**config.mk**
```make
export PLATFORM = sky130hd
export DESIGN_NAME = fuzzy_subsequence_scorer
export DESIGN_NICKNAME = d
export VERILOG_FILES = /design/src/sv/fss_pkg.sv /design/src/sv/fss_div.sv /design/src/sv/fuzzy_subsequence_scorer.sv
export SDC_FILE = /design/constraint.sdc
export NUM_CORES = 1
export LEC_CHECK = 0
export BUFFER_PORTS_ARGS = -buffer_cell sky130_fd_sc_hd__buf_2
export CAP_MARGIN = 5
export CORE_AREA = 8 8 145 147
export DETAILED_ROUTE_END_ITERATION = 6
export DIE_AREA = 0 0 153 155
export PLACE_DENSITY = 0.69
export REMOVE_ABC_BUFFERS = 1
export SLEW_MARGIN = 20
export SYNTH_ARGS = -nofsm -noshare
export SYNTH_HDL_FRONTEND = slang
export SYNTH_SLANG_ARGS = --single-unit
```
**constraint.sdc**
```tcl
create_clock -name clk_i -period 4.4 [get_ports clk_i]
set_clock_uncertainty 0.05 [all_clocks]
set_input_delay 0.44 -clock clk_i [delete_from_list [all_inputs] [get_ports clk_i]]
set_output_delay 0.44 -clock clk_i [all_outputs]
set_load 0.005 [all_outputs]
```
**src/sv/fss_pkg.sv**
```systemverilog
// -----------------------------------------------------------------------------
// fss_pkg
// Shared constants, types and helper functions of the fuzzy subsequence scorer.
// -----------------------------------------------------------------------------
package fss_pkg;

  // Search term and text limits.
  localparam int unsigned MaxTermLength = 8;
  localparam int unsigned TermLenW      = 4;
  localparam int unsigned TermCharsW    = 8 * MaxTermLength;
  localparam int unsigned TermIdxW      = $clog2(MaxTermLength);
  localparam int unsigned MaxTextCount  = 1023;
  localparam int unsigned TextCntW      = $clog2(MaxTextCount + 1);

  // Score arithmetic.
  localparam int unsigned ScoreW        = 8;
  localparam int unsigned RunW          = 3;
  localparam int unsigned GainW         = 5;
  localparam int unsigned RunBonus      = 3;
  localparam int unsigned WordBonus     = 5;
  localparam int unsigned DensityScale  = 100;

  // Density divider: dividend is scale times term length, divisor is count plus one.
  localparam int unsigned DivNW         = TextCntW;
  localparam int unsigned DivDW         = TextCntW + 1;
  localparam int unsigned DivSteps      = DivNW;
  localparam int unsigned DivCntW       = $clog2(DivSteps + 1);

  // Configuration register indexes.
  localparam int unsigned CfgIdxW       = 1;
  localparam logic [CfgIdxW-1:0] CfgTermChars  = 1'd0;
  localparam logic [CfgIdxW-1:0] CfgTermLength = 1'd1;

  // Word break bytes.
  localparam logic [7:0] ChSpace     = 8'h20;
  localparam logic [7:0] ChTab       = 8'h09;
  localparam logic [7:0] ChNewline   = 8'h0A;
  localparam logic [7:0] ChReturn    = 8'h0D;
  localparam logic [7:0] ChUnder     = 8'h5F;
  localparam logic [7:0] ChDash      = 8'h2D;
  localparam logic [7:0] ChSlash     = 8'h2F;
  localparam logic [7:0] ChDot       = 8'h2E;
  localparam logic [7:0] ChBackslash = 8'h5C;
  localparam logic [7:0] ChUpperA    = 8'h41;
  localparam logic [7:0] ChUpperZ    = 8'h5A;
  localparam logic [7:0] CaseBit     = 8'h20;

  // Request into the divider.
  typedef struct packed {
    logic             start;
    logic [DivNW-1:0] dividend;
    logic [DivDW-1:0] divisor;
  } div_req_t;

  // Response from the divider.
  typedef struct packed {
    logic             busy;
    logic             done;
    logic [DivNW-1:0] quotient;
  } div_rsp_t;

  // Map ASCII upper case letters to lower case.
  function automatic logic [7:0] fold_ascii(input logic [7:0] c);
    fold_ascii = ((c >= ChUpperA) && (c <= ChUpperZ)) ? (c | CaseBit) : c;
  endfunction

  // True for bytes that end a word.
  function automatic logic is_break(input logic [7:0] c);
    is_break = (c == ChSpace) || (c == ChTab) || (c == ChNewline) || (c == ChReturn) ||
               (c == ChUnder) || (c == ChDash) || (c == ChSlash) || (c == ChDot) ||
               (c == ChBackslash);
  endfunction

endpackage

```
**src/sv/fss_div.sv**
```systemverilog
// -----------------------------------------------------------------------------
// fss_div
// Restoring divider that retires one quotient bit per cycle.
// -----------------------------------------------------------------------------
module fss_div
  import fss_pkg::*;
(
  input  logic     clk_i,
  input  logic     rst_ni,
  input  div_req_t req_i,
  output div_rsp_t rsp_o
);

  logic               busy_q, busy_d;
  logic               done_q, done_d;
  logic [DivCntW-1:0] cnt_q, cnt_d;
  logic [DivDW-1:0]   rem_q, rem_d;
  logic [DivDW-1:0]   dvs_q, dvs_d;
  logic [DivNW-1:0]   quo_q, quo_d;
  logic [DivDW:0]     trial;
  logic               qbit;

  // One shift and trial subtraction per cycle.
  always_comb begin
    trial  = {rem_q, quo_q[DivNW-1]};
    qbit   = (trial >= {1'b0, dvs_q});
    busy_d = busy_q;
    done_d = 1'b0;
    cnt_d  = cnt_q;
    rem_d  = rem_q;
    dvs_d  = dvs_q;
    quo_d  = quo_q;
    if (req_i.start && !busy_q) begin
      busy_d = 1'b1;
      cnt_d  = '0;
      rem_d  = '0;
      dvs_d  = req_i.divisor;
      quo_d  = req_i.dividend;
    end else if (busy_q) begin
      rem_d = qbit ? DivDW'(trial - {1'b0, dvs_q}) : DivDW'(trial);
      quo_d = {quo_q[DivNW-2:0], qbit};
      cnt_d = cnt_q + 1'b1;
      if (cnt_q == DivCntW'(DivSteps - 1)) begin
        busy_d = 1'b0;
        done_d = 1'b1;
      end
    end
  end

  // Control state.
  always_ff @(posedge clk_i or negedge rst_ni) begin
    if (!rst_ni) begin
      busy_q <= 1'b0;
      done_q <= 1'b0;
      cnt_q  <= '0;
    end else begin
      busy_q <= busy_d;
      done_q <= done_d;
      cnt_q  <= cnt_d;
    end
  end

  // Datapath.
  always_ff @(posedge clk_i) begin
    rem_q <= rem_d;
    dvs_q <= dvs_d;
    quo_q <= quo_d;
  end

  assign rsp_o.busy     = busy_q;
  assign rsp_o.done     = done_q;
  assign rsp_o.quotient = quo_q;

endmodule

```
**src/sv/fuzzy_subsequence_scorer.sv**
```systemverilog
// -----------------------------------------------------------------------------
// fuzzy_subsequence_scorer
// Greedy case-folded subsequence match of a text stream against a short term.
// -----------------------------------------------------------------------------
// Text bytes arrive one per transaction on the slave stream, and every byte that
// is not marked last is accepted without leaving the idle state. The byte marked
// last closes the text and yields one result on the master stream. When the term
// was fully matched, the density bonus 100*length/(count+1) is computed by a
// restoring divider that retires one quotient bit per cycle for ten steps; the
// result is then emitted once the output register is free, while an unmatched
// text goes straight to emit. The next text may begin while the result still
// waits in the output register. The user must write the term registers through
// the configuration port only while idle; the block itself does not enforce it.
module fuzzy_subsequence_scorer
  import fss_pkg::*;
(
  input  logic                  clk_i,
  input  logic                  rst_ni,
  // Configuration write port.
  input  logic                  cfg_we_i,
  input  logic [CfgIdxW-1:0]    cfg_idx_i,
  input  logic [TermCharsW-1:0] cfg_data_i,
  // Text input stream.
  input  logic                  s_axis_tvalid,
  output logic                  s_axis_tready,
  input  logic [7:0]            s_axis_tdata,   // [7:0] text_char
  input  logic                  s_axis_tlast,   // last_char
  // Result stream.
  output logic                  m_axis_tvalid,
  input  logic                  m_axis_tready,
  output logic [7:0]            m_axis_tdata,   // [7:0] match_score
  output logic [0:0]            m_axis_tuser    // [0] matched
);

  typedef enum logic [2:0] {
    ST_IDLE   = 3'b001,
    ST_DIVIDE = 3'b010,
    ST_EMIT   = 3'b100
  } state_e;

  state_e                state_q, state_d;
  logic [TermCharsW-1:0] term_chars_q;
  logic [TermLenW-1:0]   term_len_q;
  logic [TermLenW-1:0]   mcount_q, mcount_d;
  logic [RunW-1:0]       run_q, run_d;
  logic [ScoreW-1:0]     score_q, score_d;
  logic [TextCntW-1:0]   tcount_q, tcount_d;
  logic                  prev_brk_q, prev_brk_d;
  logic [ScoreW-1:0]     fin_score_q, fin_score_d;
  logic                  fin_match_q, fin_match_d;
  logic                  out_valid_q, out_valid_d;
  logic [ScoreW-1:0]     out_score_q;
  logic                  out_match_q;

  logic                  in_fire;
  logic                  out_load;
  logic                  usable;
  logic                  hit;
  logic                  full_match;
  logic [7:0]            want;
  logic [GainW-1:0]      gain;
  logic [ScoreW:0]       score_sum;
  logic [ScoreW-1:0]     score_upd;
  logic [DivNW:0]        final_sum;
  logic [ScoreW-1:0]     final_sat;
  logic [DivNW:0]        dividend_w;
  div_req_t              div_req;
  div_rsp_t              div_rsp;

  // Configuration registers.
  always_ff @(posedge clk_i or negedge rst_ni) begin
    if (!rst_ni) begin
      term_chars_q <= '0;
      term_len_q   <= '0;
    end else if (cfg_we_i) begin
      case (cfg_idx_i)
        CfgTermChars:  term_chars_q <= cfg_data_i;
        CfgTermLength: term_len_q   <= cfg_data_i[TermLenW-1:0];
        default:       ;
      endcase
    end
  end

  assign s_axis_tready = (state_q == ST_IDLE);
  assign in_fire       = s_axis_tvalid && s_axis_tready;
  assign out_load      = (state_q == ST_EMIT) && (!out_valid_q || m_axis_tready);

  // Per-byte match step against the next wanted term character.
  always_comb begin
    usable    = (term_len_q >= TermLenW'(1)) && (term_len_q <= TermLenW'(MaxTermLength));
    want      = term_chars_q[8*mcount_q[TermIdxW-1:0] +: 8];
    hit       = usable && (mcount_q < term_len_q) &&
                (fold_ascii(s_axis_tdata) == fold_ascii(want));
    gain      = GainW'(1) + GainW'(RunBonus) * GainW'(run_q) +
                (prev_brk_q ? GainW'(WordBonus) : GainW'(0));
    score_sum = {1'b0, score_q} + (ScoreW+1)'(gain);
    score_upd = score_sum[ScoreW] ? {ScoreW{1'b1}} : score_sum[ScoreW-1:0];
    tcount_d  = (tcount_q < TextCntW'(MaxTextCount)) ? tcount_q + 1'b1 : tcount_q;
    mcount_d  = hit ? mcount_q + 1'b1 : mcount_q;
    run_d     = run_q;
    if (usable && (mcount_q < term_len_q)) begin
      if (hit) begin
        run_d = (run_q == {RunW{1'b1}}) ? run_q : run_q + 1'b1;
      end else begin
        run_d = '0;
      end
    end
    score_d    = hit ? score_upd : score_q;
    prev_brk_d = is_break(s_axis_tdata);
    full_match = usable && (mcount_d == term_len_q);
  end

  // Density dividend and divider request.
  assign dividend_w       = (DivNW+1)'(term_len_q) * (DivNW+1)'(DensityScale);
  assign div_req.start    = in_fire && s_axis_tlast && full_match;
  assign div_req.dividend = dividend_w[DivNW-1:0];
  assign div_req.divisor  = {1'b0, tcount_d} + DivDW'(1);

  fss_div u_div (
    .clk_i  (clk_i),
    .rst_ni (rst_ni),
    .req_i  (div_req),
    .rsp_o  (div_rsp)
  );

  // Running score plus density, saturated.
  assign final_sum = (DivNW+1)'(fin_score_q) + {1'b0, div_rsp.quotient};
  assign final_sat = (final_sum > (DivNW+1)'({ScoreW{1'b1}})) ? {ScoreW{1'b1}}
                                                              : final_sum[ScoreW-1:0];

  // Sequencer.
  always_comb begin
    state_d     = state_q;
    fin_score_d = fin_score_q;
    fin_match_d = fin_match_q;
    out_valid_d = out_valid_q && !m_axis_tready;
    case (state_q)
      ST_IDLE: begin
        if (in_fire && s_axis_tlast) begin
          fin_match_d = full_match;
          fin_score_d = full_match ? score_d : '0;
          state_d     = full_match ? ST_DIVIDE : ST_EMIT;
        end
      end
      ST_DIVIDE: begin
        if (div_rsp.done) begin
          fin_score_d = final_sat;
          state_d     = ST_EMIT;
        end
      end
      ST_EMIT: begin
        if (out_load) begin
          out_valid_d = 1'b1;
          state_d     = ST_IDLE;
        end
      end
      default: state_d = ST_IDLE;
    endcase
  end

  // Control and text state.
  always_ff @(posedge clk_i or negedge rst_ni) begin
    if (!rst_ni) begin
      state_q     <= ST_IDLE;
      mcount_q    <= '0;
      run_q       <= '0;
      score_q     <= '0;
      tcount_q    <= '0;
      prev_brk_q  <= 1'b1;
      out_valid_q <= 1'b0;
    end else begin
      state_q     <= state_d;
      out_valid_q <= out_valid_d;
      if (in_fire) begin
        if (s_axis_tlast) begin
          mcount_q   <= '0;
          run_q      <= '0;
          score_q    <= '0;
          tcount_q   <= '0;
          prev_brk_q <= 1'b1;
        end else begin
          mcount_q   <= mcount_d;
          run_q      <= run_d;
          score_q    <= score_d;
          tcount_q   <= tcount_d;
          prev_brk_q <= prev_brk_d;
        end
      end
    end
  end

  // Result payload.
  always_ff @(posedge clk_i) begin
    fin_score_q <= fin_score_d;
    fin_match_q <= fin_match_d;
    if (out_load) begin
      out_score_q <= fin_score_q;
      out_match_q <= fin_match_q;
    end
  end

  assign m_axis_tvalid   = out_valid_q;
  assign m_axis_tdata    = out_score_q;
  assign m_axis_tuser[0] = out_match_q;

`ifndef SYNTH
  // A matched result always carries a nonzero score.
  a_match_nonzero: assert property (@(posedge clk_i) disable iff (!rst_ni)
    (m_axis_tvalid && m_axis_tuser[0]) |-> (m_axis_tdata != 8'd0))
    else $error("matched result with zero score");

  // An unmatched result carries a zero score.
  a_nomatch_zero: assert property (@(posedge clk_i) disable iff (!rst_ni)
    (m_axis_tvalid && !m_axis_tuser[0]) |-> (m_axis_tdata == 8'd0))
    else $error("unmatched result with nonzero score");

  // A full match on the last byte starts the divider and enters the divide state.
  a_div_start: assert property (@(posedge clk_i) disable iff (!rst_ni)
    div_req.start |=> ((state_q == ST_DIVIDE) && div_rsp.busy))
    else $error("divider not started for a matched text");
`endif

endmodule
```
## Word-level counts from Yosys, hierarchy flattened

Cells that the tools add are included.

- Flip-flop bits (word level): 154
- Input bits: 79
- Output and inout bits: 11

- Add/sub/neg operators: 10
- $mul: 2
- Magnitude comparators: 10
- Equality and inequality tests: 20
- Shift operators: 1
- Multiplexer cells: 38
- Bitwise gates (word level): 1
- Reductions and logical operators: 33

Operator list:

| operator | number |
|---|---|
| indexed part select 64 x 7 -> 8 bit | 1 |
| two-way mux 8 bit | 7 |
| two-way mux 10 bit | 4 |
| == test 8 x 6 -> 1 bit (second input constant) | 4 |
| two-way mux 3 bit | 9 |
| == test 8 x 4 -> 1 bit (second input constant) | 3 |
| == test 8 x 7 -> 1 bit (second input constant) | 2 |
| greater-or-equal comparator 8 x 7 -> 1 bit (second input constant) | 2 |
| less-or-equal comparator 8 x 7 -> 1 bit (second input constant) | 2 |
| two-way mux 4 bit | 4 |
| case mux 8 bit (2 select lines) | 1 |
| greater-or-equal comparator 12 x 11 -> 1 bit | 1 |
| logical AND 1 bit | 12 |
| two-way mux 6 bit | 2 |
| adder 10 x 1 -> 11 bit (second input constant) | 1 |
| adder 8 x 10 -> 11 bit | 1 |
| > comparator 11 x 8 -> 1 bit (second input constant) | 1 |
| two-way mux 11 bit | 1 |
| subtractor 11 bit | 1 |
| adder 10 x 1 -> 10 bit (second input constant) | 1 |
| less-than comparator 10 bit (second input constant) | 1 |
| adder 8 x 5 -> 9 bit | 1 |
| logical OR 1 bit | 9 |
| two-way mux 1 bit | 9 |
| other kinds (24) | 35 |

## Depth between registers and ports, before layout

- Word-level depth: 12
- Gate-level depth with buffers: 16
- Depth with buffers taken out: 14

## Modules after synthesis

Synthesis repeated with hierarchy kept, for this count alone.

- Cell total of the unflattened synthesis: 836
- Area, all modules: 9207.6 µm²

By module, submodules not included:

| module | instances | cells an instance | area an instance (µm²) |
|---|---|---|---|
| fuzzy_subsequence_scorer | 1 | 646 | 7144.4 |
| fss_div | 1 | 190 | 2063.2 |

## Worst setup path after synthesis

OpenSTA, ideal clock, no wires.

- Path kind: register to register
- Start point: register mcount_q[1]
- End point: register u_div.dvs_q[0], enable pin
- Data arrival time: 3530 ps
- Required time: 3972 ps
- Setup slack: 441 ps
- Stages on the path, launching flop included: 11
- Path buffers: 1
- Period minus slack after synthesis: 3959 ps
- Cell sequence: dfrtp_1 -> buf_6 -> mux4_2 -> mux2i_1 -> and2_1 -> a41oi_1 -> a211o_1 -> a211oi_4 -> mux2i_1 -> nand3_1 -> nor2_1

- Cells in the longest elaborated chain, start to end: 11

Ends and longest elaborated chain:

| element | line | source |
|---|---|---|
| start: declaration | fuzzy_subsequence_scorer.sv:44 | `logic [TermLenW-1:0] mcount_q, mcount_d;` |
| start signal: assignment | fuzzy_subsequence_scorer.sv:182 | `mcount_q <= mcount_d;` |
| indexed part select 64 x 7 -> 8 bit | fuzzy_subsequence_scorer.sv:91 | `want = term_chars_q[8*mcount_q[TermIdxW-1:0] +: 8];` |
| greater-or-equal comparator 8 x 7 -> 1 bit / less-or-equal comparator 8 x 7 -> 1 bit (equally long branches) | fss_pkg.sv:64 | `fold_ascii = ((c >= ChUpperA) && (c <= ChUpperZ)) ? (c \| CaseBit) : c;` |
| logical AND 1 bit | fss_pkg.sv:64 |  |
| two-way mux 6 bit | fss_pkg.sv:64 |  |
| == test 8 bit | fuzzy_subsequence_scorer.sv:93 | `(fold_ascii(s_axis_tdata) == fold_ascii(want));` |
| logical AND 1 bit | fuzzy_subsequence_scorer.sv:92 | `hit = usable && (mcount_q < term_len_q) &&` |
| two-way mux 4 bit (*) | fuzzy_subsequence_scorer.sv:99 | `mcount_d = hit ? mcount_q + 1'b1 : mcount_q;` |
| == test 4 bit (*) | fuzzy_subsequence_scorer.sv:110 | `full_match = usable && (mcount_d == term_len_q);` |
| logical AND 1 bit (*) | fuzzy_subsequence_scorer.sv:110 |  |
| logical AND 1 bit (*) | fuzzy_subsequence_scorer.sv:115 | `assign div_req.start = in_fire && s_axis_tlast && full_match;` |
| logical AND 1 bit (*) | fss_div.sv:33 | `if (req_i.start && !busy_q) begin` |
| end signal: assignment | fss_div.sv:66 | `dvs_q <= dvs_d;` |
| end: declaration | fss_div.sv:18 | `logic [DivDW-1:0] dvs_q, dvs_d;` |

Mark *: on every way between the ends. The rest lies on a longest branch, timed or not.
A chain may end at the register's enable or synchronous reset.

## Worst setup path after layout

- Start point: register mcount_q[1]
- End point: register u_div.dvs_q[8], enable pin

Same word-level chain as after synthesis.

==> metrics <==
async set-reset flop share out of synthesis 0.675; post-route ant nets 0; Util after Layout 0.549; CP endpoint kind flip-flop; Routed WL per cell 16.6 um; fin area 10400 um2; die height 155 um; Distinct cells, synth 64; worst hold path class in2async; number of flops mapped to enable cells by yosys 37; Initial Util 0.486; Pleak 4.42 nW; actual slew at the worst max-slew pin 0.919 ns; CTS buffer count 17; GP Congestion 0.882; post-synthesis cell count 890; Rows 51; RSZ-0062 raised after global routing false; Peak VDD IR 0.313 mV; dominant synthesized flop cell dfrtp_1; Hold Vio Cnt, Final 0; Max Root-Sink Buffers 2; Slew headroom 0.387; worst-path cell with the longest stage delay mux4_2; die area 23700 um2; placed cell area 9850 um2; number of global-route vias before repair 6849; CP max stage delay 0.54 ns; Antenna diodes 0; total grt overflow 0; first-pass GRT wire length 34400 um; pin count of the biggest net entering global routing 71; PD cells 478 nW/um2; fin crit period 4.07 ns; CTS clk-pin slew, worst paths 0.06 ns; core box area 19000 um2; Setup crit start kind flip-flop; Ys Warns 0; antenna violations before repair 0; class of the most critical setup path reg2reg; layout cells sized above 1 0.244; hold buffers post-CTS 0; crit-path most repeated cell o211ai_1; drt via density 5.58; Avg Inst Size Synth 10.4 um2; Root Buffer clkbuf_16; CTS tree yes; status finished clean; clock latency on the worst-skew pair 0.43 ns; H-tree Lvls 4; placed cell count 1180; router iterations before antenna repair 5; Max Freq 246 MHz; setup violators final 0; WHS 0.0789 ns; Die X 153 um; critical path arrival 4.15 ns; drt total wl 20000 um; Nets 1096; via count 6750; Netlist Area Pre-Place 9220 um2; Worst Path Required 4.48 ns; Iter 0 DRT Violations 432; worst-path cell chain buf_6 > mux4_2 > mux2_2 > or3_1 > o211ai_1 > a211oi_4 > o211ai_1 > nand3_1 > nor2_1 > buf_4; IO Pins 90; Finished Layout Cells 1210; fin crit share 0.925; number of max-cap violations 0; Clock Sinks 154; DP Wirelength 15000 um; worst-path fanout max 33; reg2reg setup slack 0.33 ns; PortBufs 89; Slew Limit Fails 0; Area growth syn-to-layout 13.0%; sequential share of the synthesized area 0.432; flops & latches, synth 154; DR DRC count 0; GR Util All Layers 0.179
==> cells in the final DEF (no fill, tap or decap), types with 7 or more instances in the layout <==
| cell type | instances |
|---|---|
| nor2_1 | 67 |
| dfrtp_1 | 101 |
| xnor2_1 | 29 |
| edfxtp_1 | 37 |
| xor2_1 | 8 |
| nor2b_1 | 13 |
| a21oi_1 | 39 |
| o21ai_0 | 56 |
| dfxtp_1 | 13 |
| a31oi_1 | 8 |
| buf_2 | 88 |
| buf_4 | 12 |
| clkbuf_16 | 17 |
| a211oi_2 | 9 |
| inv_1 | 43 |
| mux2_2 | 72 |
| nand2_1 | 73 |
| or3_1 | 8 |
| nand3_1 | 24 |
| a211oi_1 | 15 |
| mux4_2 | 13 |
| o31ai_1 | 8 |
| and3_1 | 7 |
| mux2i_1 | 20 |
| nand2b_1 | 12 |
| nand4_1 | 10 |
| nor3_1 | 16 |
| ha_1 | 50 |
==> through the flow <==
step                power (mW)  setup TNS [ns]  setup slack [ns]
finish                    4.97               0             0.332
global route              5.32               0           0.00511
CTS                       5.01               0             0.235
detailed placement        3.61               0             0.261
global placement          3.57               0             0.383
floorplan                 3.18          -14.97            -0.646
==> routing by layer <==
metal  global-route usage  vias up  wire length, um
met5                    0        -                0
met3               0.0505       20              947
met2                0.291      161             9420
li1                     -     3358                -
met1                0.227     3211             9380
met4               0.0556        0              293
==> critical path, delay by kind of cell, from the launching register on <==
kind | cells | cell delay, ns
AOI/OAI and AO/OA | 3 | 0.84
DFF | 1 | 0.51
muxes | 2 | 0.83
and+or+nand+nor | 3 | 0.98
buffers and inverters | 2 | 0.53
==> path summary, 6_finish.rpt <==
| check | from | endpoint | depth (start not counted) |
|---|---|---|---|
| min in group clk_i | cfg_data_i[62] | term_chars_q[62] | 2 |
| max in group asynchronous | rst_ni | term_chars_q[42] | 2 |
| max reg2reg | mcount_q[1] | u_div.dvs_q[8] | 10 |
| max | mcount_q[1] | u_div.dvs_q[8] | 10 |
| min | rst_ni | u_div.cnt_q[2] | 1 |
| min reg2reg | fin_match_q | m_axis_tuser | 0 |
==> repair_timing <==
action,in CTS,in global routing
setup endpoints to repair,0,19
resized for setup,0,2
buffers inserted,0,0
==> sequential cells by signal, summed over array words and instances (netlist names), 8 cells and up <==
signal,flops
fin_score_q,8
score_q,8
term_chars_q,64
m_axis_tdata,8
tcount_q,10
u_div.rem_q,11
u_div.dvs_q,11
u_div.quo_q,10
==> report_power, final <==
part	total, mW	internal (mW)	switching, mW	leakage (nW)
registers	1.94	1.71	0.226	1.75
clock network	1.39	0.809	0.583	0.272
logic	1.65	0.782	0.863	2.40
total	4.97	3.30	1.67	4.42
==> cell families after synthesis <==
group,Yosys count,synth area share
AOI/OAI and AO/OA,190,0.137
xor gates and xnor gates,37,0.0352
adders and majority gates,56,0.0809
buffers and inverters,93,0.0413
DFF,154,0.432
muxes,106,0.143
and+or+nand+nor,254,0.131
==> area by class of cell <==
type                    count  area (um2)
clock inverters             8        88.8
fillers                  1683        8540
inverters                  44         165
flip-flops and latches    154        3980
multi-input cells         643        4870
clock buffers              22         464
repair buffers            101         542
well taps                 238         298
==> Yosys cell counts (all sizes together) (4+ instances only) <==
master	instances	area (um2)
o22ai	4	25.0
nor2b	14	87.6
a21o	6	45.0
nor2	67	251
nand3	24	120
o211ai	5	37.5
o31a	6	52.6
and3	7	43.8
fa	6	120
a21boi	5	37.5
dfrtp	102	2550
or2	4	25.0
edfxtp	37	1110
nand3b	5	37.5
mux4	13	293
nand2b	12	75.1
o21a	4	30.0
or3	8	50.1
mux2i	20	200
xor2	8	70.1
clkbuf	37	139
inv	44	165
and2	4	25.0
mux2	73	822
dfxtp	13	260
buf	12	76.3
ha	50	626
o31ai	8	60.1
a21oi	39	195
a211oi	25	240
nor3	16	80.1
nand4	10	62.6
a31oi	8	50.1
o21ai	56	280
xnor2	29	254
nand2	74	278
Note: power is estimated with default switching activity, not from simulation.
